<file path="config.mk">
export PLATFORM = sky130hd
export DESIGN_NAME = nps_queue
export DESIGN_NICKNAME = d
export VERILOG_FILES = /design/src/sv/nps_pkg.sv /design/src/sv/nps_queue.sv
export SDC_FILE = /design/constraint.sdc
export NUM_CORES = 1
export LEC_CHECK = 0
export BUFFER_PORTS_ARGS = -buffer_cell sky130_fd_sc_hd__buf_2
export CAP_MARGIN = 20
export CORE_AREA = 2 2 273 275
export CTS_BUF_LIST = sky130_fd_sc_hd__clkbuf_4
export DETAILED_ROUTE_END_ITERATION = 16
export DIE_AREA = 0 0 275 277
export GPL_ROUTABILITY_DRIVEN = 0
export PLACE_DENSITY = 0.68
export SLEW_MARGIN = 20
export SYNTH_ARGS = -nofsm -noshare
export SYNTH_HDL_FRONTEND = slang
export SYNTH_SLANG_ARGS = --single-unit
</file>
<file path="constraint.sdc">
create_clock -name clock -period 36.4 [get_ports clock]
set_input_delay 10.92 -clock clock [delete_from_list [all_inputs] [get_ports clock]]
set_output_delay 10.92 -clock clock [all_outputs]
set_load 0.05 [all_outputs]
</file>
<file path="src/sv/nps_pkg.sv">
package nps_pkg;

   localparam int QUEUE_DEPTH = 2;

   localparam logic [1:0] MODE_NINE     = 2'd0;
   localparam logic [1:0] MODE_THREE_H  = 2'd1;
   localparam logic [1:0] MODE_THREE_V  = 2'd2;
   localparam logic [1:0] MODE_RESERVED = 2'd3;

   localparam logic [2:0] CSR_LAYOUT        = 3'd0;
   localparam logic [2:0] CSR_BORDER_LEFT   = 3'd1;
   localparam logic [2:0] CSR_BORDER_RIGHT  = 3'd2;
   localparam logic [2:0] CSR_BORDER_TOP    = 3'd3;
   localparam logic [2:0] CSR_BORDER_BOTTOM = 3'd4;

   localparam logic [3:0] LAST_NINE  = 4'd8;
   localparam logic [3:0] LAST_THREE = 4'd2;

   typedef enum logic [2:0] {
      FS_IDLE,
      FS_FIT,
      FS_MUL,
      FS_DIV,
      FS_DONE,
      FS_PUSH
   } front_state_type;

   typedef struct packed {
      logic [1:0]  layout_mode;
      logic [15:0] border_left;
      logic [15:0] border_right;
      logic [15:0] border_top;
      logic [15:0] border_bottom;
   } cfg_type;

   typedef struct packed {
      logic [15:0]        src_x;
      logic [15:0]        src_y;
      logic [15:0]        src_w;
      logic [15:0]        src_h;
      logic signed [15:0] dst_x;
      logic signed [15:0] dst_y;
      logic signed [15:0] dst_w;
      logic signed [15:0] dst_h;
   } req_type;

   // One classified item: origins plus the three part lengths of each axis (Q.8).
   typedef struct packed {
      logic [1:0]         layout_mode;
      logic [15:0]        src_x;
      logic [15:0]        src_y;
      logic signed [15:0] dst_x;
      logic signed [15:0] dst_y;
      logic [2:0][23:0]   src_col;
      logic [2:0][22:0]   dst_col;
      logic [2:0][23:0]   src_row;
      logic [2:0][22:0]   dst_row;
   } entry_type;

endpackage

</file>
<file path="src/sv/nps_queue.sv">
module nps_queue
   import nps_pkg::*;
#(
   parameter int Depth = QUEUE_DEPTH
) (
   input  logic      clock,
   input  logic      reset,
   input  logic      push_valid,
   output logic      push_ready,
   input  entry_type push_data,
   output logic      pop_valid,
   input  logic      pop_ready,
   output entry_type pop_data
);

   localparam int PtrW = (Depth > 1) ? $clog2(Depth) : 1;
   localparam int CntW = $clog2(Depth + 1);

   entry_type         mem_ff [Depth];
   logic [PtrW-1:0]   wptr_ff, wptr_in, rptr_ff, rptr_in;
   logic [CntW-1:0]   count_ff, count_in;
   logic              do_push, do_pop;

   assign push_ready = (count_ff != CntW'(Depth));
   assign pop_valid  = (count_ff != '0);
   assign pop_data   = mem_ff[rptr_ff];
   assign do_push    = push_valid && push_ready;
   assign do_pop     = pop_valid && pop_ready;

   always_comb begin
      wptr_in  = wptr_ff;
      rptr_in  = rptr_ff;
      count_in = count_ff;
      if (do_push) begin
         wptr_in = (wptr_ff == PtrW'(Depth - 1)) ? '0 : wptr_ff + PtrW'(1);
      end
      if (do_pop) begin
         rptr_in = (rptr_ff == PtrW'(Depth - 1)) ? '0 : rptr_ff + PtrW'(1);
      end
      if (do_push && !do_pop) begin
         count_in = count_ff + CntW'(1);
      end else if (!do_push && do_pop) begin
         count_in = count_ff - CntW'(1);
      end
   end

   always_ff @(posedge clock) begin
      if (reset) begin
         wptr_ff  <= '0;
         rptr_ff  <= '0;
         count_ff <= '0;
      end else begin
         wptr_ff  <= wptr_in;
         rptr_ff  <= rptr_in;
         count_ff <= count_in;
      end
      if (do_push) begin
         mem_ff[wptr_ff] <= push_data;
      end
   end

endmodule

</file>
==> flow_metrics.py <==
metrics = {
    "detailed_routing": {
        "viasPerCell": 4.49,
        "drt-initial-drc-count": 767,
        "post-route-drc-count": 0,
        "num_vias": 13728,
        "ant_nets": 0,
        "drt-pass1-iter-count": 7,
        "wl_per_cell_um": 19.5,
        "routed_wl_mm": 59.6,
    },
    "pwr": {
        "fin_total_pwr_w": 0.00265,
        "clkPwrFrac_pct": 24.1,
        "peakVddDrop_v": 0.0000482,
        "internal-power_w": 0.00165,
        "power.leakage_nw": 13.1,
        "switching_share_pct": 37.7,
        "power.share.sequential_pct": 39.3,
        "power.density_nw_per_um2": 79.7,
        "switchingPower_w": 0.00100,
        "combPwrFrac_pct": 36.6,
    },
    "hold_path": {
        "holdCritPathClass": "flop to flop",
        "hold_start": "count_ff[1]",
        "holdPathEnd": "count_ff[1]",
        "hold_path_depth": 2,
    },
    "clock_tree": {
        "post_cts_resized": 0,
        "postCtsSetupRepairBufs": 0,
        "cts_buffer_depth": 3,
        "htreeDepth": 4,
        "cts_root_buffer": "clkbuf_4",
        "cts_tree": "done",
        "clk_pin_slew_ns": 0.06,
        "cts_hold_buffers": 0,
        "numCtsBuffers": 177,
        "clock_sinks": 701,
        "clk_latency_ns": 0.96,
    },
    "timing": {
        "max_slew.worst_pin.slew_ns": 1.17,
        "worst_slack_ns": 20.51,
        "period_minus_slack_ns": 15.89,
        "min_period_over_period_pct": 43.6,
        "relSlewSlack_pct": 21.9,
        "whs_ns": 0.521,
        "finalMaxSlewViolations": 0,
        "fmax_mhz": 62.9,
        "finalSetupTns_ns": 0,
        "finalClockSkew_ns": 0.0490,
        "hold_violations": 0,
        "finalSetupViolCount": 0,
        "grt_setup_unrepaired": "false",
    },
    "worst_setup_path": {
        "crit_slowest_cell": "buf_4",
        "path_buf_inv": 4,
        "start_kind": "flop",
        "crit_top_cell": "buf_4",
        "cp.required_ns": 25.48,
        "rr_worst_depth": 4,
        "r2r_start": "count_ff[0]",
        "max_stage_delay_ns": 0.90,
        "cp_top_family": "buffers and inverters",
        "rr_endpoint": "mem_ff[1][295]",
        "worstSetupEndpointType": "output pin",
        "r2r_slack_ns": 32.71,
        "critical_path_class": "flop to output pin",
        "arrival_ns": 4.97,
        "worstPathMaxFanout": 60,
        "crit_chain": "buf_4 -> buf_4 -> buf_4 -> mux2_4 -> buf_2",
    },
    "placed_design": {
        "pre_cts_ws_ns": 21.50,
        "dp_cells": 2749,
        "io_buffers": 701,
        "dp.final_hpwl_mm": 41.3,
    },
    "floorplan": {
        "rows": 100,
        "dieArea_um2": 76200,
        "die_w_um": 275,
        "die_h_um": 277,
        "pin_count": 702,
        "start_util_pct": 36.3,
        "fp.coreArea_um2": 73600,
    },
    "logic_synthesis": {
        "ys_warn_count": 0,
        "ys_ff_latch": 701,
        "syn_area_um2": 26700,
        "synth-seq-area-share_pct": 78.7,
        "synth_cell_types": 21,
        "avgSynthCellArea_um2": 24.1,
        "postSynthCellCount": 1107,
        "synth_fp_nets": 1460,
    },
    "finish": {
        "syn_to_final_growth_pct": 24.7,
        "finalNonFillerCells": 3060,
        "drive_gt1_share_pct": 64.6,
        "nNetsFinal": 2313,
    },
    "global_routing": {
        "antenna_found_initial": 21,
        "grt_pass1_wl_mm": 86.5,
        "grt-ovfl-total": 0,
        "grt_usage_pct": 15.2,
        "grt_pass1_vias": 14818,
        "grt_max_degree": 156,
    },
    "flow_run": {
        "drv_cap": 0,
    },
    "outcome": {
        "outcome": "complete, no violations",
    },
}
## worst max-delay path by stage
| stage | start | to | slack, ns | cells past startpoint |
|---|---|---|---|---|
| floorplan | push_valid | mem_ff[1][0] | 16.77 | 1 |
| global placement | flop | pop_data[7] | 21.60 | 5 |
| detailed placement | flop | pop_data[15] | 21.50 | 5 |
| CTS | flop | pop_data[15] | 20.36 | 5 |
| global route | flop | pop_data[15] | 20.14 | 5 |
| finish | flop | pop_data[15] | 20.51 | 5 |
## worst reg2reg max path: stages, from the launching register on
cell and delay [ns]:
dfxtp_1 0.40, nand2b_1 0.22, and3_4 0.83, buf_4 0.86, buf_4 0.92
## cell usage in the layout (no fill, tap or decap), types with 2 or more instances in the layout
master / synthesis / final
mux2_4: 300 / 300
dfxtp_1: 5 / 4
edfxtp_1: 696 / 696
buf_2: 2 / 701
o21ai_0: 2 / 2
xor2_1: 3 / 3
nor2_1: 3 / 3
buf_12: 1 / 2
bufinv_16: 0 / 3
inv_6: 0 / 4
a21oi_1: 2 / 2
clkbuf_4: 0 / 257
clkinv_2: 0 / 3
clkinv_1: 0 / 20
diode_2: 0 / 17
buf_4: 0 / 9
mux2_2: 48 / 48
clkinv_4: 0 / 5
## flip-flops by register name, summed over array words and instances (netlist names), named ones only
register / flops
wptr_ff: 1
count_ff: 2
rptr_ff: 1
mem_ff: 696
## per-layer routing
| layer | GRT usage, % | vias up | wire length, um |
|---|---|---|---|
| li1 | - | 6254 | - |
| met1 | 14.6 | 6733 | 20000 |
| met2 | 27.6 | 624 | 32200 |
| met3 | 6.75 | 111 | 5930 |
| met4 | 6.49 | 6 | 1540 |
| met5 | 0 | - | 38 |
## stage by stage
stage | util, % | area (um^2)
4_1_cts | 45.1 | 33200
5_1_grt | 45.2 | 33300
6_report | 45.2 | 33300
3_5_place_dp | 42.2 | 31000
2_1_floorplan | - | 26700
3_3_place_gp | 42.2 | 31000
## cells in the mapped netlist
cell / count / area [um^2]
mux2_2: 48 / 541
xor2_1: 3 / 26.3
ha_1: 1 / 12.5
nor2_1: 3 / 11.3
a21oi_1: 2 / 10.0
and3_1: 1 / 6.26
and2_1: 1 / 6.26
dfxtp_1: 5 / 100
edfxtp_1: 696 / 20900
buf_2: 2 / 10.0
inv_1: 1 / 3.75
buf_12: 1 / 20.0
mux2_4: 300 / 4500
o21ai_0: 2 / 10.0
or3_1: 1 / 6.26
nand2b_1: 1 / 6.26
buf_6: 14 / 158
a21bo_2: 1 / 10.0
or2_2: 1 / 6.26
nand3b_1: 1 / 7.51
buf_8: 22 / 330
## power groups by stage
stage / Clock (W) / Combinational [W] / Sequential [W]
2_1_floorplan: 0 / 0.000814 / 0.00108
3_3_place_gp: 0 / 0.000971 / 0.00106
3_5_place_dp: 0 / 0.000977 / 0.00106
4_1_cts: 0.000667 / 0.000980 / 0.00104
5_1_grt: 0.000706 / 0.00101 / 0.00105
6_report: 0.000639 / 0.000972 / 0.00104
## layout make-up
class,instances,area [um^2]
inverters,1,11.3
diodes,17,42.5
fillers,6455,40300
clock inverters,36,267
multi-input cells,366,5170
flip-flops and latches,701,21000
well taps,969,1210
clock buffers,257,1930
repair buffers,713,3640
## kinds of logic (layout without fill, tap and decap cells)
group | count (synthesis) | after routing | share of synthesized area (%)
flops | 701 | 701 | 78.7
simple gates | 9 | 9 | 0.188
fa+ha+maj | 1 | 1 | 0.0469
buf+inv | 40 | 1007 | 1.96
xor+xnor | 3 | 3 | 0.0985
other cells | 0 | 17 | 0
mux | 348 | 348 | 18.9
compound gates | 5 | 5 | 0.113
No activity file was read; power rests on OpenSTA's default activity.
