===== config.mk =====
export PLATFORM = sky130hd
export DESIGN_NAME = nps_back_flat
export DESIGN_NICKNAME = d
export VERILOG_FILES = /design/src/sv/nps_pkg.sv /design/src/sv/nps_rsp_if.sv /design/src/sv/nps_back.sv /design/src/flat_wrapper.sv
export SDC_FILE = /design/constraint.sdc
export NUM_CORES = 1
export LEC_CHECK = 0
export BUFFER_PORTS_ARGS = -buffer_cell sky130_fd_sc_hd__buf_4
export CELL_PAD_IN_SITES_DETAIL_PLACEMENT = 1
export CELL_PAD_IN_SITES_GLOBAL_PLACEMENT = 1
export CORE_AREA = 5 5 213 215
export CTS_CLUSTER_SIZE = 40
export DETAILED_ROUTE_END_ITERATION = 8
export DIE_AREA = 0 0 218 220
export PLACE_DENSITY = 0.86
export SYNTH_ARGS = -nofsm -noshare
export SYNTH_HDL_FRONTEND = slang
export SYNTH_SLANG_ARGS = --single-unit

===== constraint.sdc =====
create_clock -name clock -period 9.9 [get_ports clock]
set_input_delay 0.495 -clock clock [delete_from_list [all_inputs] [get_ports clock]]
set_output_delay 0.495 -clock clock [all_outputs]
set_load 0.03 [all_outputs]

===== src/sv/nps_pkg.sv =====
package nps_pkg;

   localparam int QUEUE_DEPTH = 2;

   localparam logic [1:0] MODE_NINE     = 2'd0;
   localparam logic [1:0] MODE_THREE_H  = 2'd1;
   localparam logic [1:0] MODE_THREE_V  = 2'd2;
   localparam logic [1:0] MODE_RESERVED = 2'd3;

   localparam logic [2:0] CSR_LAYOUT        = 3'd0;
   localparam logic [2:0] CSR_BORDER_LEFT   = 3'd1;
   localparam logic [2:0] CSR_BORDER_RIGHT  = 3'd2;
   localparam logic [2:0] CSR_BORDER_TOP    = 3'd3;
   localparam logic [2:0] CSR_BORDER_BOTTOM = 3'd4;

   localparam logic [3:0] LAST_NINE  = 4'd8;
   localparam logic [3:0] LAST_THREE = 4'd2;

   typedef enum logic [2:0] {
      FS_IDLE,
      FS_FIT,
      FS_MUL,
      FS_DIV,
      FS_DONE,
      FS_PUSH
   } front_state_type;

   typedef struct packed {
      logic [1:0]  layout_mode;
      logic [15:0] border_left;
      logic [15:0] border_right;
      logic [15:0] border_top;
      logic [15:0] border_bottom;
   } cfg_type;

   typedef struct packed {
      logic [15:0]        src_x;
      logic [15:0]        src_y;
      logic [15:0]        src_w;
      logic [15:0]        src_h;
      logic signed [15:0] dst_x;
      logic signed [15:0] dst_y;
      logic signed [15:0] dst_w;
      logic signed [15:0] dst_h;
   } req_type;

   // One classified item: origins plus the three part lengths of each axis (Q.8).
   typedef struct packed {
      logic [1:0]         layout_mode;
      logic [15:0]        src_x;
      logic [15:0]        src_y;
      logic signed [15:0] dst_x;
      logic signed [15:0] dst_y;
      logic [2:0][23:0]   src_col;
      logic [2:0][22:0]   dst_col;
      logic [2:0][23:0]   src_row;
      logic [2:0][22:0]   dst_row;
   } entry_type;

endpackage


===== src/sv/nps_rsp_if.sv =====
interface nps_rsp_if;
   logic               valid;
   logic               ready;
   logic [24:0]        patch_src_x;
   logic [24:0]        patch_src_y;
   logic [23:0]        patch_src_w;
   logic [23:0]        patch_src_h;
   logic signed [24:0] patch_dst_x;
   logic signed [24:0] patch_dst_y;
   logic [22:0]        patch_dst_w;
   logic [22:0]        patch_dst_h;
   logic [3:0]         patch_index;
   logic               last_patch;

   modport source (output valid, patch_src_x, patch_src_y, patch_src_w, patch_src_h,
                   patch_dst_x, patch_dst_y, patch_dst_w, patch_dst_h, patch_index,
                   last_patch, input ready);
   modport sink (input valid, patch_src_x, patch_src_y, patch_src_w, patch_src_h,
                 patch_dst_x, patch_dst_y, patch_dst_w, patch_dst_h, patch_index,
                 last_patch, output ready);
   modport monitor (input valid, ready, patch_src_x, patch_src_y, patch_src_w, patch_src_h,
                    patch_dst_x, patch_dst_y, patch_dst_w, patch_dst_h, patch_index,
                    last_patch);
endinterface


===== src/sv/nps_back.sv =====
module nps_back
   import nps_pkg::*;
(
   input  logic      clock,
   input  logic      reset,
   input  logic      pop_valid,
   output logic      pop_ready,
   input  entry_type pop_data,
   nps_rsp_if.source rsp
);

   logic [1:0]  row_ff, row_in, col_ff, col_in;
   logic [3:0]  k_ff, k_in;
   logic        out_valid_ff, out_valid_in;
   logic [24:0] osx_ff, osy_ff;
   logic [23:0] osw_ff, osh_ff;
   logic [24:0] odx_ff, ody_ff;
   logic [22:0] odw_ff, odh_ff;
   logic [3:0]  ok_ff;
   logic        olast_ff;

   logic        load, last_col, last_row, last;
   logic [23:0] scoff, sroff;
   logic [22:0] dcoff, droff;
   logic [24:0] psx, psy, pdx, pdy;

   assign load     = pop_valid && (!out_valid_ff || rsp.ready);
   assign last_col = (pop_data.layout_mode == MODE_THREE_V) || (col_ff == 2'd2);
   assign last_row = (pop_data.layout_mode == MODE_THREE_H) || (row_ff == 2'd2);
   assign last     = last_col && last_row;
   assign pop_ready = load && last;

   always_comb begin
      case (col_ff)
         2'd0:    begin scoff = '0; dcoff = '0; end
         2'd1:    begin scoff = pop_data.src_col[0]; dcoff = pop_data.dst_col[0]; end
         default: begin
            scoff = pop_data.src_col[0] + pop_data.src_col[1];
            dcoff = pop_data.dst_col[0] + pop_data.dst_col[1];
         end
      endcase
      case (row_ff)
         2'd0:    begin sroff = '0; droff = '0; end
         2'd1:    begin sroff = pop_data.src_row[0]; droff = pop_data.dst_row[0]; end
         default: begin
            sroff = pop_data.src_row[0] + pop_data.src_row[1];
            droff = pop_data.dst_row[0] + pop_data.dst_row[1];
         end
      endcase
      psx = {1'b0, pop_data.src_x, 8'h00} + {1'b0, scoff};
      psy = {1'b0, pop_data.src_y, 8'h00} + {1'b0, sroff};
      pdx = {{1{pop_data.dst_x[15]}}, pop_data.dst_x, 8'h00} + {2'b00, dcoff};
      pdy = {{1{pop_data.dst_y[15]}}, pop_data.dst_y, 8'h00} + {2'b00, droff};
   end

   always_comb begin
      row_in       = row_ff;
      col_in       = col_ff;
      k_in         = k_ff;
      out_valid_in = out_valid_ff;
      if (rsp.ready) begin
         out_valid_in = 1'b0;
      end
      if (load) begin
         out_valid_in = 1'b1;
         if (last) begin
            row_in = '0;
            col_in = '0;
            k_in   = '0;
         end else begin
            k_in = k_ff + 4'd1;
            if (last_col) begin
               col_in = '0;
               row_in = row_ff + 2'd1;
            end else begin
               col_in = col_ff + 2'd1;
            end
         end
      end
   end

   always_ff @(posedge clock) begin
      if (reset) begin
         row_ff       <= '0;
         col_ff       <= '0;
         k_ff         <= '0;
         out_valid_ff <= 1'b0;
      end else begin
         row_ff       <= row_in;
         col_ff       <= col_in;
         k_ff         <= k_in;
         out_valid_ff <= out_valid_in;
      end
      if (load) begin
         osx_ff   <= psx;
         osy_ff   <= psy;
         osw_ff   <= pop_data.src_col[col_ff];
         osh_ff   <= pop_data.src_row[row_ff];
         odx_ff   <= pdx;
         ody_ff   <= pdy;
         odw_ff   <= pop_data.dst_col[col_ff];
         odh_ff   <= pop_data.dst_row[row_ff];
         ok_ff    <= k_ff;
         olast_ff <= last;
      end
   end

   assign rsp.valid       = out_valid_ff;
   assign rsp.patch_src_x = osx_ff;
   assign rsp.patch_src_y = osy_ff;
   assign rsp.patch_src_w = osw_ff;
   assign rsp.patch_src_h = osh_ff;
   assign rsp.patch_dst_x = odx_ff;
   assign rsp.patch_dst_y = ody_ff;
   assign rsp.patch_dst_w = odw_ff;
   assign rsp.patch_dst_h = odh_ff;
   assign rsp.patch_index = ok_ff;
   assign rsp.last_patch  = olast_ff;

endmodule


===== src/flat_wrapper.sv =====
// flat-port wrapper written by rule: the top's interface ports become plain ports
module nps_back_flat import nps_pkg::*;
  (clock, reset, pop_valid, pop_ready, pop_data, rsp_valid, rsp_patch_src_x, rsp_patch_src_y, rsp_patch_src_w, rsp_patch_src_h, rsp_patch_dst_x, rsp_patch_dst_y, rsp_patch_dst_w, rsp_patch_dst_h, rsp_patch_index, rsp_last_patch, rsp_ready);
  nps_rsp_if rsp_i ();
  input  logic clock;
  input  logic reset;
  input  logic pop_valid;
  output logic pop_ready;
  input  entry_type pop_data;
  output wire logic [$bits(rsp_i.valid)-1:0] rsp_valid;
  output wire logic [$bits(rsp_i.patch_src_x)-1:0] rsp_patch_src_x;
  output wire logic [$bits(rsp_i.patch_src_y)-1:0] rsp_patch_src_y;
  output wire logic [$bits(rsp_i.patch_src_w)-1:0] rsp_patch_src_w;
  output wire logic [$bits(rsp_i.patch_src_h)-1:0] rsp_patch_src_h;
  output wire logic [$bits(rsp_i.patch_dst_x)-1:0] rsp_patch_dst_x;
  output wire logic [$bits(rsp_i.patch_dst_y)-1:0] rsp_patch_dst_y;
  output wire logic [$bits(rsp_i.patch_dst_w)-1:0] rsp_patch_dst_w;
  output wire logic [$bits(rsp_i.patch_dst_h)-1:0] rsp_patch_dst_h;
  output wire logic [$bits(rsp_i.patch_index)-1:0] rsp_patch_index;
  output wire logic [$bits(rsp_i.last_patch)-1:0] rsp_last_patch;
  input wire logic [$bits(rsp_i.ready)-1:0] rsp_ready;
  assign rsp_valid = rsp_i.valid;
  assign rsp_patch_src_x = rsp_i.patch_src_x;
  assign rsp_patch_src_y = rsp_i.patch_src_y;
  assign rsp_patch_src_w = rsp_i.patch_src_w;
  assign rsp_patch_src_h = rsp_i.patch_src_h;
  assign rsp_patch_dst_x = rsp_i.patch_dst_x;
  assign rsp_patch_dst_y = rsp_i.patch_dst_y;
  assign rsp_patch_dst_w = rsp_i.patch_dst_w;
  assign rsp_patch_dst_h = rsp_i.patch_dst_h;
  assign rsp_patch_index = rsp_i.patch_index;
  assign rsp_last_patch = rsp_i.last_patch;
  assign rsp_i.ready = rsp_ready;
  nps_back u_core (.clock(clock), .reset(reset), .pop_valid(pop_valid), .pop_ready(pop_ready), .pop_data(pop_data), .rsp(rsp_i));
endmodule

==> results_tabular.tex, run 1 <==
\begin{tabular}{lr}
\hline
Metric & Value \\
\hline
\multicolumn{2}{l}{\textbf{Run status}} \\
Status & completed \\
\multicolumn{2}{l}{\textbf{Power}} \\
Sequential power share & between 30\% and 40\% \\
Net switching power figure & $\sim$1.3 mW \\
Cell-internal power & around 2.2 mW \\
Combinational cell fraction of total power & 38.2\% \\
IR Drop Worst-Case VDD & 0.000125 V \\
Switching power share of the total & a little over a third \\
Total power density per cell area & 160 mW/mm² \\
Clock network power share & about 28\% \\
Leakage power & 9.42 nW \\
\multicolumn{2}{l}{\textbf{GRT}} \\
Aggregate global-route resource usage & between 20\% and 30\% \\
Maximum number of pins on one net before global-route repair & 97 \\
Vias in the first global route & $\sim$17000 \\
Initial antenna violation count & 8 \\
First-pass GRT wire length & between 90 and 100 mm \\
GRT overflow & 0 \\
\multicolumn{2}{l}{\textbf{Synth}} \\
Number of unique standard cell types used by synthesis & 71 \\
Cell count after synthesis & 1661 \\
Predominant post-synthesis flop cell & edfxtp\_1 \\
Yosys warning count & 0 \\
Top cell type's share of synthesized area & 37.0\% \\
Main combinational cell family by area after synthesis & compound AO/OA/AOI/OAI gates \\
Most instantiated cells after synthesis & 199 x edfxtp\_1, 180 x nand2\_1, 159 x ha\_1 \\
Proportion of register bits with asynchronous set or reset after synthesis & 0\% \\
Count of flip-flops with a built-in enable after synthesis & 199 \\
Syn Nets & 2180 \\
Post-synthesis register bit count & 208 \\
Simple-Gate Fraction of Synth Area & 11.4\% \\
Compound-gate portion of the synthesized area & 21.3\% \\
Share of the yosys chip area belonging to registers & between 30\% and 40\% \\
Post-synthesis instance area & 0.0162 mm² \\
Adder-cell share of the synthesized area & 13.3\% \\
Cell types with the largest area share after synthesis & edfxtp\_1 37\%, ha\_1 12\%, mux2i\_1 6.1\%, o21ai\_0 4.6\%, xnor2\_1 4.4\% \\
Most common cell in the netlist & edfxtp\_1 \\
Largest area contributor in the netlist & edfxtp\_1 \\
Post-synthesis share of cell area spent on xor and xnor gates & 6.72\% \\
Mux share of post-synthesis cell area & 6.07\% \\
Syn Area/Cell & 9.72 µm² \\
\multicolumn{2}{l}{\textbf{Critical path}} \\
Critical path startpoint category & flop \\
Critical path's largest stage delay & 930 ps \\
Peak fanout along the critical path & 49 \\
CP endpoint kind & flop \\
Critical-path cell list & inv\_1, ha\_1, nor2\_4, buf\_4, a22o\_1, ha\_1, inv\_1, fa\_1, nor2b\_1, o21ai\_0, a21boi\_1, o21a\_1, o31ai\_1, o211ai\_1, a31o\_2, a21oi\_1, o211a\_1 \\
Worst endpoint data arrival time & between 5000 and 6000 ps \\
Startpoint-to-endpoint class of the critical path & flop to flop \\
Required time worst endpoint & 10220 ps \\
Master of the slowest instance on the critical path & dfxtp\_2 \\
\multicolumn{2}{l}{\textbf{Drt}} \\
Via count normalized by instance count & 5.60 \\
Mean routed wirelength per cell & 23.6 µm \\
DRC violation count after routing & 0 \\
Number of DRC markers in iteration 0 & around 990 \\
First-pass DRT Iterations & 5 \\
Vias post-DR & between 15000 and 20000 \\
Final antenna-violating net count & 0 \\
Total wire length after detailed routing & 66.3 mm \\
\multicolumn{2}{l}{\textbf{Timing}} \\
Slew Limit Fails & 0 \\
Maximum frequency from static timing analysis & 193 MHz \\
Slew @ Worst Pin & 1040 ps \\
Fin crit period & 5180 ps \\
Worst slew slack as a fraction of its limit & 30.7\% \\
Final number of hold-violating endpoints & 0 \\
Setup TNS & 0 ps \\
Setup repair after global routing missed its margin & false \\
Setup Viol. Count Final & 0 \\
Final worst-path cycle share & approximately 52\% \\
Largest clock skew in the final design & 34.1 ps \\
Final Hold Slack & 166 ps \\
Final setup slack of the worst path & 4720 ps \\
\multicolumn{2}{l}{\textbf{Clock network}} \\
Clock tree root buffer cell & clkbuf\_16 \\
TritonCTS clock tree & done \\
Clock buffers created by TritonCTS & 27 \\
Post-CTS Repair Setup Buffers & 0 \\
Quantity of gates resized following cts & 0 \\
Clock-pin slew reported for the worst setup and hold paths after clock tree synthesis & roughly 60 ps \\
H-tree depth & 1 \\
Post-cts hold buffer count & 0 \\
CTS sink count & roughly 210 \\
Buffers from clock root to sink, at most & 3 \\
Clk Latency, worst-skew pair & 570 ps \\
\multicolumn{2}{l}{\textbf{Min path}} \\
Tightest Hold Check Type & input port to flop \\
\multicolumn{2}{l}{\textbf{Floorplan}} \\
Height of the die & 220 µm \\
Number of placement rows & 77 \\
Floorplan die width & 218 µm \\
Die area & 0.0480 mm² \\
Number of placed I/O pins & 553 \\
Initial Util & 37.1\% \\
Area of the core & between 0.04 and 0.05 mm² \\
\multicolumn{2}{l}{\textbf{Placed design}} \\
Setup slack after placement & 4630 ps \\
Global placer's final weighted congestion & 0.945 \\
Half-perimeter wire length after placement & 52.8 mm \\
Number of port buffers & 552 \\
\multicolumn{2}{l}{\textbf{Final layout}} \\
Area overhead of the layout relative to synthesis & 35.1\% \\
Share of cells above drive strength 1 & 28.4\% \\
Sequential standard cell area & 0.00617 mm² \\
Area of the multi-input gates & about 0.0095 mm² \\
Number of filler cells placed in the layout & around 5000 \\
Final Net Count & 2713 \\
\multicolumn{2}{l}{\textbf{Run}} \\
Number of max-cap violations & 0 \\
\hline
\end{tabular}
-- stage by stage --
step	std cells	total power [mW]	utilization [%]	cell area [µm²]
after floorplan	1661	1.99	-	16200
after global placement	2757	2.45	48.1	20900
after detailed placement	2757	2.50	48.1	20900
after CTS	2807	3.50	50.1	21800
after global routing	2811	3.65	50.1	21800
final	2812	3.48	50.1	21800
-- kinds of logic after synthesis --
family                     after synthesis
AOI/OAI and AO/OA                      524
DFF                                    208
muxes                                   98
and+or+nand+nor                        410
adders and majority gates              167
xor gates and xnor gates               124
buffers and inverters                  130
-- cell type report --
class	count	area share (%)
Antenna cell	5	0.0574
Clock buffer	31	3.17
Clock inverter	19	0.769
Inverter	71	1.26
Multi-Input combinational cell	1323	43.7
Sequential cell	208	28.3
Tap cell	592	3.40
Timing Repair Buffer	563	19.4
-- cell usage in the layout, fill, tap and decap left out, types with 16 or more instances in the layout --
master       n
edfxtp_1   199
nor3_1      27
nor2_1      85
o21ai_1     18
ha_1       157
a31oi_1     16
mux2i_1     98
xnor2_1     82
inv_1       70
o31ai_1     21
a21o_1      48
clkbuf_16   27
a21oi_1     97
o21ai_0    148
a22o_1      62
buf_4      563
nand2_1    180
xor2_1      42
nand3_1     28
nor2b_1     21
-- final timing paths --
path	cells past startpoint	startpoint	endpoint	slack, ps
hold / removal	2	reset	u_core.rsp.valid	170
hold reg to reg	0	u_core.k_ff[2]	u_core.rsp.patch_index[2]	510
setup reg to reg	17	u_core.row_ff[0]	u_core.rsp.patch_dst_y[24]	4720
setup / recovery	17	u_core.row_ff[0]	u_core.rsp.patch_dst_y[24]	4720
-- critical path: cells and delay by family (launching register included) --
family	cells	cell delay, ps
fa+ha+maj	3	1130
buf+inv	3	790
flops	1	930
compound gates	9	1670
simple gates	2	430
-- power by group through the flow --
stage	clock network, mW	logic [mW]	registers, mW
floorplan	0	0.614	1.38
global placement	0	1.27	1.18
detailed placement	0	1.32	1.18
CTS	1.00	1.33	1.17
global route	1.04	1.43	1.18
finish	0.984	1.33	1.17
-- registers in the layout, indices dropped and copies added (netlist names), 4 cells and up --
name and cells:
u_core.rsp.patch_dst_w 23, u_core.rsp.patch_src_x 25, u_core.rsp.patch_src_h 24, u_core.rsp.patch_dst_h 23
u_core.rsp.patch_index 4, u_core.rsp.patch_dst_y 25, u_core.k_ff 4, u_core.rsp.patch_src_y 25
u_core.rsp.patch_src_w 24, u_core.rsp.patch_dst_x 25
-- layer usage --
layer	up-vias	track usage, %	part of all wire [%]
met5	-	0	0.071
met1	7735	28.5	37
li1	7314	-	-
met3	87	8.06	9.2
met2	605	48.1	51
met4	6	6.72	2.4
Power figures use the tool's default switching activity.
==> run 2: changes to the inputs <==
CORE_AREA = default   (was 5 5 213 215)
CORE_MARGIN = 5   (was default)
CORE_UTILIZATION = 39   (was default)
DIE_AREA = default   (was 0 0 218 220)
PLACE_DENSITY = 0.89   (was 0.86)
clock period = 5.3 ns   (was 9.9 ns; I/O delays follow)
==> run 2 against run 1 <==
Against the previous run: total power increased by 83%; die area decreased by 5.0%; combinational power increased by 92%; setup slack got worse by 4100 ps; flip-flop and latch count unchanged; global-route usage increased by 2.2 points; hold slack got worse by 140 ps.
==> results_tabular.tex, run 2 (same netlist as run 1, synthesis figures left out) <==
\begin{tabular}{lr}
\hline
Metric & Value \\
\hline
\multicolumn{2}{l}{\textbf{Clock network}} \\
H-tree depth & 1 (unchanged) \\
Clock-pin slew reported for the worst setup and hold paths after clock tree synthesis & 60 ps (about the same) \\
Clock buffers created by TritonCTS & 25 (was 27) \\
Quantity of gates resized following cts & 0 (unchanged) \\
TritonCTS clock tree & done (unchanged) \\
Clock tree root buffer cell & clkbuf\_16 (unchanged) \\
Buffers from clock root to sink, at most & 3 (unchanged) \\
CTS sink count & 208 (unchanged) \\
Clk Latency, worst-skew pair & 550 ps (was 570 ps) \\
\multicolumn{2}{l}{\textbf{Placed design}} \\
Global placer's final weighted congestion & 0.947 (was 0.945) \\
Number of port buffers & 552 (unchanged) \\
Standard cell area after detailed placement & 0.0209 mm² (about the same) \\
Setup slack after placement & 233 ps (was 4630 ps) \\
Half-perimeter wire length after placement & 53.7 mm (was 52.8 mm) \\
\multicolumn{2}{l}{\textbf{Critical path}} \\
Critical path's largest stage delay & 480 ps (was 930 ps) \\
Crit. Startpoint & pop\_data[164] (was u\_core.row\_ff[0]) \\
Worst endpoint data arrival time & 4970 ps (was 5500 ps) \\
Most repeated library cell on the critical path & o21ai\_0 \\
Register-to-register path setup slack & 880 ps (was 4720 ps) \\
R2R depth & 17 (unchanged) \\
Required time worst endpoint & 5570 ps (was 10220 ps) \\
Critical-path cell list & buf\_4, ha\_1, inv\_1, fa\_1, nor2b\_1, o31a\_1, o21ai\_0, a21boi\_1, o21a\_1, nor3\_1, o41ai\_1, ha\_1, inv\_1, fa\_1, nor2b\_1, o21ai\_0, a21boi\_0, o21ai\_0, nand2b\_1, a21oi\_1, o31ai\_1, o31ai\_1, xnor2\_1 (was inv\_1, ha\_1, nor2\_4, buf\_4, a22o\_1, ha\_1, inv\_1, fa\_1, nor2b\_1, o21ai\_0, a21boi\_1, o21a\_1, o31ai\_1, o211ai\_1, a31o\_2, a21oi\_1, o211a\_1) \\
Worst reg2reg startpoint & u\_core.col\_ff[1] (was u\_core.row\_ff[0]) \\
Critical path destination & u\_core.rsp.patch\_dst\_x[22] (was u\_core.rsp.patch\_dst\_y[24]) \\
Startpoint-to-endpoint class of the critical path & input port to flop (was flop to flop) \\
Master of the slowest instance on the critical path & o31ai\_1 (was dfxtp\_2) \\
Peak fanout along the critical path & 3 (was 49) \\
Reg-to-Reg End & u\_core.rsp.patch\_src\_x[24] (was u\_core.rsp.patch\_dst\_y[24]) \\
Critical path startpoint category & input port (was flop) \\
CP endpoint kind & flop (unchanged) \\
\multicolumn{2}{l}{\textbf{GRT}} \\
Aggregate global-route resource usage & 28.0\% (was 25.8\%) \\
Initial antenna violation count & 2 (was 8) \\
Maximum number of pins on one net before global-route repair & 98 (was 97) \\
GRT overflow & 0 (unchanged) \\
First-pass GRT wire length & 101 mm (was 97.6 mm) \\
Vias in the first global route & 17556 (was 16843) \\
\multicolumn{2}{l}{\textbf{Timing}} \\
Setup repair after global routing missed its margin & false (unchanged) \\
Worst slew slack as a fraction of its limit & 41.2\% (was 30.7\%) \\
Final number of hold-violating endpoints & 0 (unchanged) \\
Slew @ Worst Pin & 882 ps (was 1040 ps) \\
Setup Viol. Count Final & 0 (unchanged) \\
Fin crit period & $\sim$4700 ps \\
Final setup slack of the worst path & 602 ps (was 4720 ps) \\
Final Hold Slack & 24.7 ps (was 166 ps) \\
Setup TNS & 0 ps (unchanged) \\
Largest clock skew in the final design & 20.9 ps (was 34.1 ps) \\
Slew Limit Fails & 0 (unchanged) \\
Maximum frequency from static timing analysis & around 210 MHz \\
Final worst-path cycle share & roughly nine tenths \\
\multicolumn{2}{l}{\textbf{Power}} \\
Combinational cell fraction of total power & 40.0\% (was 38.2\%) \\
Net switching power figure & 2.34 mW (was 1.25 mW) \\
Total power density per cell area & 293 mW/mm² (was 160 mW/mm²) \\
Cell-internal power & 4.04 mW (was 2.23 mW) \\
Post-route total power & 6.38 mW (was 3.48 mW) \\
IR Drop Worst-Case VDD & 0.000235 V (was 0.000125 V) \\
Clock network power share & 26.2\% (was 28.3\%) \\
Switching power share of the total & 36.7\% (was 36.0\%) \\
Leakage power & 9.43 nW (was 9.42 nW) \\
Sequential power share & 33.8\% (was 33.5\%) \\
\multicolumn{2}{l}{\textbf{Final layout}} \\
Final instance area & 0.0218 mm² (about the same) \\
Sequential standard cell area & 0.00617 mm² (unchanged) \\
Most used cells in the layout excluding fill and tap cells & 567 x buf\_4, 199 x edfxtp\_1, 180 x nand2\_1 (was 563 x buf\_4, 199 x edfxtp\_1, 180 x nand2\_1) \\
Share of cells above drive strength 1 & 28.2\% (was 28.4\%) \\
Most common library cell in the layout ignoring fill and taps & buf\_4 (unchanged) \\
Final Net Count & 2726 (was 2713) \\
Number of filler cells placed in the layout & 4638 (was 5011) \\
Area of the multi-input gates & 0.00954 mm² (unchanged) \\
Area overhead of the layout relative to synthesis & 34.8\% (was 35.1\%) \\
\multicolumn{2}{l}{\textbf{Drt}} \\
Final antenna-violating net count & 0 (unchanged) \\
Via count normalized by instance count & 5.83 (was 5.60) \\
Number of DRC markers in iteration 0 & 1028 (was 989) \\
Mean routed wirelength per cell & 24.6 µm (was 23.6 µm) \\
First-pass DRT Iterations & 7 (was 5) \\
Vias post-DR & 16078 (was 15747) \\
DRC violation count after routing & 0 (unchanged) \\
Total wire length after detailed routing & 67.8 mm (was 66.3 mm) \\
\multicolumn{2}{l}{\textbf{Floorplan}} \\
Area of the core & 0.0409 mm² (was 0.0435 mm²) \\
Height of the die & 214 µm (was 220 µm) \\
Number of placed I/O pins & 553 (unchanged) \\
Floorplan die width & 214 µm (was 218 µm) \\
Die area & 0.0456 mm² (was 0.0480 mm²) \\
Number of placement rows & 74 (was 77) \\
Initial Util & 39.5\% (was 37.1\%) \\
\multicolumn{2}{l}{\textbf{Min path}} \\
Tightest Hold Check Type & input port to flop (unchanged) \\
\multicolumn{2}{l}{\textbf{Run status}} \\
Status & completed (unchanged) \\
\multicolumn{2}{l}{\textbf{Run}} \\
Number of max-cap violations & 0 (unchanged) \\
\hline
\end{tabular}
run 2: area by class of cell:
class                           instances  area share [%]
Sequential cell                       208            28.3
Multi-Input combinational cell       1323            43.8
Antenna cell                            2          0.0230
Tap cell                              532            3.06
Clock buffer                           35            3.14
Timing Repair Buffer                  578            20.1
Clock inverter                          7           0.282
Inverter                               71            1.26
run 2: metrics by stage:
stage               instances  utilization, %
detailed placement       2702            51.1
global placement         2702            51.1
CTS                      2754            53.2
finish                   2756            53.2
floorplan                1661               -
global route             2755            53.2
run 2: power groups by stage:
| stage | logic, mW | clock network (mW) | registers [mW] |
|---|---|---|---|
| after floorplan | 1.15 | 0 | 2.57 |
| after global placement | 2.40 | 0 | 2.18 |
| after detailed placement | 2.51 | 0 | 2.19 |
| after CTS | 2.53 | 1.69 | 2.16 |
| after global routing | 2.73 | 1.76 | 2.17 |
| final | 2.55 | 1.67 | 2.16 |
run 2: worst min-delay path by stage:
stage               slack (ps)      startpoint  cells after the start                        end
finish                      20    pop_data[29]                      3  u_core.rsp.patch_dst_h[6]
global route                20   pop_data[298]                      2  u_core.rsp.patch_dst_x[8]
CTS                        0.6    pop_data[29]                      3  u_core.rsp.patch_dst_h[6]
detailed placement         450  u_core.k_ff[3]                      0  u_core.rsp.patch_index[3]
global placement           440  u_core.k_ff[3]                      0  u_core.rsp.patch_index[3]
floorplan                  330           reset                      1           u_core.rsp.valid
run 2: worst max-delay path, delay by kind of cell:
family	cells	cell delay (ps)
AND/OR/NAND/NOR	4	540
AO/OA/AOI/OAI	11	2490
adder cells (fa/ha/maj)	4	1260
buffers and inverters	3	250
XOR/XNOR	1	150
run 2: repair_timing:
| action | in CTS | in global routing |
|---|---|---|
| setup buffers | 0 | 0 |
| endpoints found under the hold margin | 12 | 0 |
| setup endpoints to repair | 0 | 0 |
| hold buffers | 10 | 0 |
run 2: routing by layer:
metal / wire length (µm) / GRT usage [%] / vias up
met5: 0 / 0 / -
met4: 1990 / 7.89 / 0
met3: 5830 / 6.35 / 116
met2: 35100 / 53.0 / 708
met1: 24800 / 31.5 / 7930
li1: - / - / 7324
==> run 3: changes to the inputs <==
CELL_PAD_IN_SITES_DETAIL_PLACEMENT = 2   (was 1)
CELL_PAD_IN_SITES_GLOBAL_PLACEMENT = 2   (was 1)
CORE_UTILIZATION = 31   (was 39)
==> run 3 against run 2 <==
Against the previous run: first-iteration DRC count is 12% lower; core utilization is 9.4 points lower; combinational power is 6% higher; hold slack better by 1.3 ps; highest routed layer is now met5; clock skew is 3.3 ps lower; register-to-register slack worse by 50 ps; via count is 3.1% higher; clock-buffer cell count is 6 higher; clock power is 13% higher; final cell count is 7.3% higher; critical path type unchanged; setup slack worse by 400 ps; non-clock buffer count is 42 higher.
==> results_tabular.tex, run 3 (same netlist as run 1, synthesis figures left out) <==
\begin{tabular}{lr}
\hline
Metric & Value \\
\hline
\multicolumn{2}{l}{\textbf{Clock network}} \\
H-tree depth & 1 (unchanged) \\
Post-CTS Repair Setup Buffers & 0 (unchanged) \\
TritonCTS clock tree & done (unchanged) \\
CTS sink count & 208 (unchanged) \\
Buffers from clock root to sink, at most & 3 (unchanged) \\
Clock tree root buffer cell & clkbuf\_16 (unchanged) \\
Clock buffers created by TritonCTS & 28 (was 25) \\
Clk Latency, worst-skew pair & 580 ps (was 550 ps) \\
Clock-pin slew reported for the worst setup and hold paths after clock tree synthesis & 60 ps (about the same) \\
\multicolumn{2}{l}{\textbf{Drt}} \\
Vias post-DR & 16580 (was 16078) \\
Final antenna-violating net count & 0 (unchanged) \\
Number of DRC markers in iteration 0 & 905 (was 1028) \\
First-pass DRT Iterations & 5 (was 7) \\
DRC violation count after routing & 0 (unchanged) \\
Mean routed wirelength per cell & 28.0 µm (was 24.6 µm) \\
Via count normalized by instance count & 5.61 (was 5.83) \\
Total wire length after detailed routing & 82.6 mm (was 67.8 mm) \\
\multicolumn{2}{l}{\textbf{GRT}} \\
Initial antenna violation count & 7 (was 2) \\
Vias in the first global route & 19051 (was 17556) \\
Maximum number of pins on one net before global-route repair & 108 (was 98) \\
Aggregate global-route resource usage & 27.6\% (was 28.0\%) \\
First-pass GRT wire length & 122 mm (was 101 mm) \\
GRT overflow & 0 (unchanged) \\
\multicolumn{2}{l}{\textbf{Critical path}} \\
Crit. Startpoint & pop\_data[164] (unchanged) \\
Register-to-register path setup slack & 830 ps (was 880 ps) \\
R2R depth & 18 (was 17) \\
CP endpoint kind & flop (unchanged) \\
Critical path startpoint category & input port (unchanged) \\
Critical path destination & u\_core.rsp.patch\_dst\_x[23] (was u\_core.rsp.patch\_dst\_x[22]) \\
Critical-path cell list & dlygate4sd3\_1, buf\_4, ha\_1, inv\_1, fa\_1, nor2b\_1, o31a\_1, o21ai\_1, a21boi\_1, o21a\_1, o21a\_1, o21ai\_0, mux2i\_1, nand2\_1, ha\_1, a21oi\_1, o21ai\_1, a211o\_1, a31oi\_2, o31ai\_1, a21o\_1, a21oi\_1, o211ai\_1 (was buf\_4, ha\_1, inv\_1, fa\_1, nor2b\_1, o31a\_1, o21ai\_0, a21boi\_1, o21a\_1, nor3\_1, o41ai\_1, ha\_1, inv\_1, fa\_1, nor2b\_1, o21ai\_0, a21boi\_0, o21ai\_0, nand2b\_1, a21oi\_1, o31ai\_1, o31ai\_1, xnor2\_1) \\
Worst reg2reg startpoint & u\_core.row\_ff[0] (was u\_core.col\_ff[1]) \\
Peak fanout along the critical path & 3 (unchanged) \\
Reg-to-Reg End & u\_core.rsp.patch\_src\_y[22] (was u\_core.rsp.patch\_src\_x[24]) \\
Master of the slowest instance on the critical path & dlygate4sd3\_1 (was o31ai\_1) \\
Startpoint-to-endpoint class of the critical path & input port to flop (unchanged) \\
Critical path's largest stage delay & 560 ps (was 480 ps) \\
Required time worst endpoint & 5600 ps (was 5570 ps) \\
Worst endpoint data arrival time & 5390 ps (was 4970 ps) \\
\multicolumn{2}{l}{\textbf{Final layout}} \\
Most common library cell in the layout ignoring fill and taps & buf\_4 (unchanged) \\
Share of cells above drive strength 1 & 28.1\% (was 28.2\%) \\
Number of filler cells placed in the layout & 5522 (was 4638) \\
Most used cells in the layout excluding fill and tap cells & 565 x buf\_4, 199 x edfxtp\_1, 180 x nand2\_1 (was 567 x buf\_4, 199 x edfxtp\_1, 180 x nand2\_1) \\
Area overhead of the layout relative to synthesis & 39.6\% (was 34.8\%) \\
Final Net Count & 2771 (was 2726) \\
Filler-free cell count of the finished design & 2956 (was 2756) \\
\multicolumn{2}{l}{\textbf{Timing}} \\
Slew Limit Fails & 0 (unchanged) \\
Final worst-path cycle share & 96.1\% (was 88.6\%) \\
Largest clock skew in the final design & 17.6 ps (was 20.9 ps) \\
Maximum frequency from static timing analysis & 196 MHz (was 213 MHz) \\
Setup TNS & 0 ps (unchanged) \\
Setup repair after global routing missed its margin & false (unchanged) \\
Slew @ Worst Pin & 1190 ps (was 882 ps) \\
Fin crit period & 5090 ps (was 4700 ps) \\
Worst slew slack as a fraction of its limit & 18.5\% (was 41.2\%) \\
Setup Viol. Count Final & 0 (unchanged) \\
Final number of hold-violating endpoints & 0 (unchanged) \\
\multicolumn{2}{l}{\textbf{Floorplan}} \\
Initial Util & 31.4\% (was 39.5\%) \\
Die area & 0.0568 mm² (was 0.0456 mm²) \\
Number of placement rows & 83 (was 74) \\
Area of the core & 0.0515 mm² (was 0.0409 mm²) \\
Floorplan die width & 238 µm (was 214 µm) \\
Height of the die & 238 µm (was 214 µm) \\
Number of placed I/O pins & 553 (unchanged) \\
\multicolumn{2}{l}{\textbf{Power}} \\
Post-route total power & 6.75 mW (was 6.38 mW) \\
IR Drop Worst-Case VDD & 0.000227 V (was 0.000235 V) \\
Leakage power & 9.68 nW (was 9.43 nW) \\
Total power density per cell area & 299 mW/mm² (was 293 mW/mm²) \\
\multicolumn{2}{l}{\textbf{Min path}} \\
Tightest Hold Check Type & input port to flop (unchanged) \\
\multicolumn{2}{l}{\textbf{Run}} \\
Number of max-cap violations & 0 (unchanged) \\
\multicolumn{2}{l}{\textbf{Run status}} \\
Status & completed (unchanged) \\
\multicolumn{2}{l}{\textbf{Placed design}} \\
Number of port buffers & 552 (unchanged) \\
Number of placed cells counting well taps & 2849 (was 2702) \\
Global placer's final weighted congestion & 0.954 (was 0.947) \\
Half-perimeter wire length after placement & 61.0 mm (was 53.7 mm) \\
\hline
\end{tabular}
run 3: cell count changes in the layout (fill, tap and decap cells not counted), sizes merged:
cell         before  now
bufinv            1    0
buf             568  567
inv              71   72
clkbuf           35   41
clkinv            5    9
dlygate4sd3      10   53
run 3: metal layers:
metal	track usage [%]	share of wire, %
met1	30.2	37
met2	52.1	52
met3	6.85	6.9
met4	9.43	3.5
met5	0	0.075
run 3: through the flow:
step,util [%],setup slack [ps],instance area [µm²],hold slack (ps)
after global routing,43.8,1.31,22500,4.69
after global placement,41.0,548,21100,438
after detailed placement,41.0,175,21100,481
final,43.8,205,22500,26.0
after CTS,43.7,194,22500,3.73
after floorplan,-,645,16200,334
run 3: how the worst min path moves through the flow:
| stage | from | to | slack [ps] | depth (start not counted) |
|---|---|---|---|---|
| 6_report | pop_data[172] | u_core.rsp.patch_dst_w[8] | 30 | 3 |
| 2_1_floorplan | reset | u_core.rsp.valid | 330 | 1 |
| 5_1_grt | pop_data[6] | u_core.rsp.patch_dst_y[6] | 5 | 2 |
| 3_3_place_gp | u_core.k_ff[3] | u_core.rsp.patch_index[3] | 440 | 0 |
| 3_5_place_dp | u_core.k_ff[3] | u_core.rsp.patch_index[3] | 480 | 0 |
| 4_1_cts | pop_data[93] | u_core.rsp.patch_src_h[0] | 4 | 3 |
run 3: critical path, delay by kind of cell:
kind                     cells  cell delay (ps)
AND/OR/NAND/NOR              2              170
buffers and inverters        3              800
AO/OA/AOI/OAI               14             3120
adder cells (fa/ha/maj)      3              770
multiplexers                 1              250
run 3: cell type report:
class / instances / area [µm²] / share of cell area, %
clock inverters: 11 / 58.8 / 0.261
inverters: 71 / 274 / 1.22
clock buffers: 41 / 821 / 3.64
repair buffers: 620 / 4810 / 21.3
well taps: 680 / 851 / 3.77
multi-input cells: 1323 / 9560 / 42.4
flip-flops and latches: 208 / 6170 / 27.4
diodes: 2 / 5.00 / 0.0222
run 3: power breakdown:
| group | internal (mW) | switching (mW) | leakage, nW |
|---|---|---|---|
| clock | 1.07 | 0.812 | 0.437 |
| combinational | 1.04 | 1.66 | 7.22 |
| sequential | 2.09 | 0.0801 | 2.02 |
| total | 4.20 | 2.55 | 9.68 |
run 3: repair_timing:
item / in CTS / in global routing
resized for setup: 0 / 7
endpoints found under the hold margin: 55 / 0
endpoints found under the setup margin: 0 / 9
hold buffers: 53 / 0
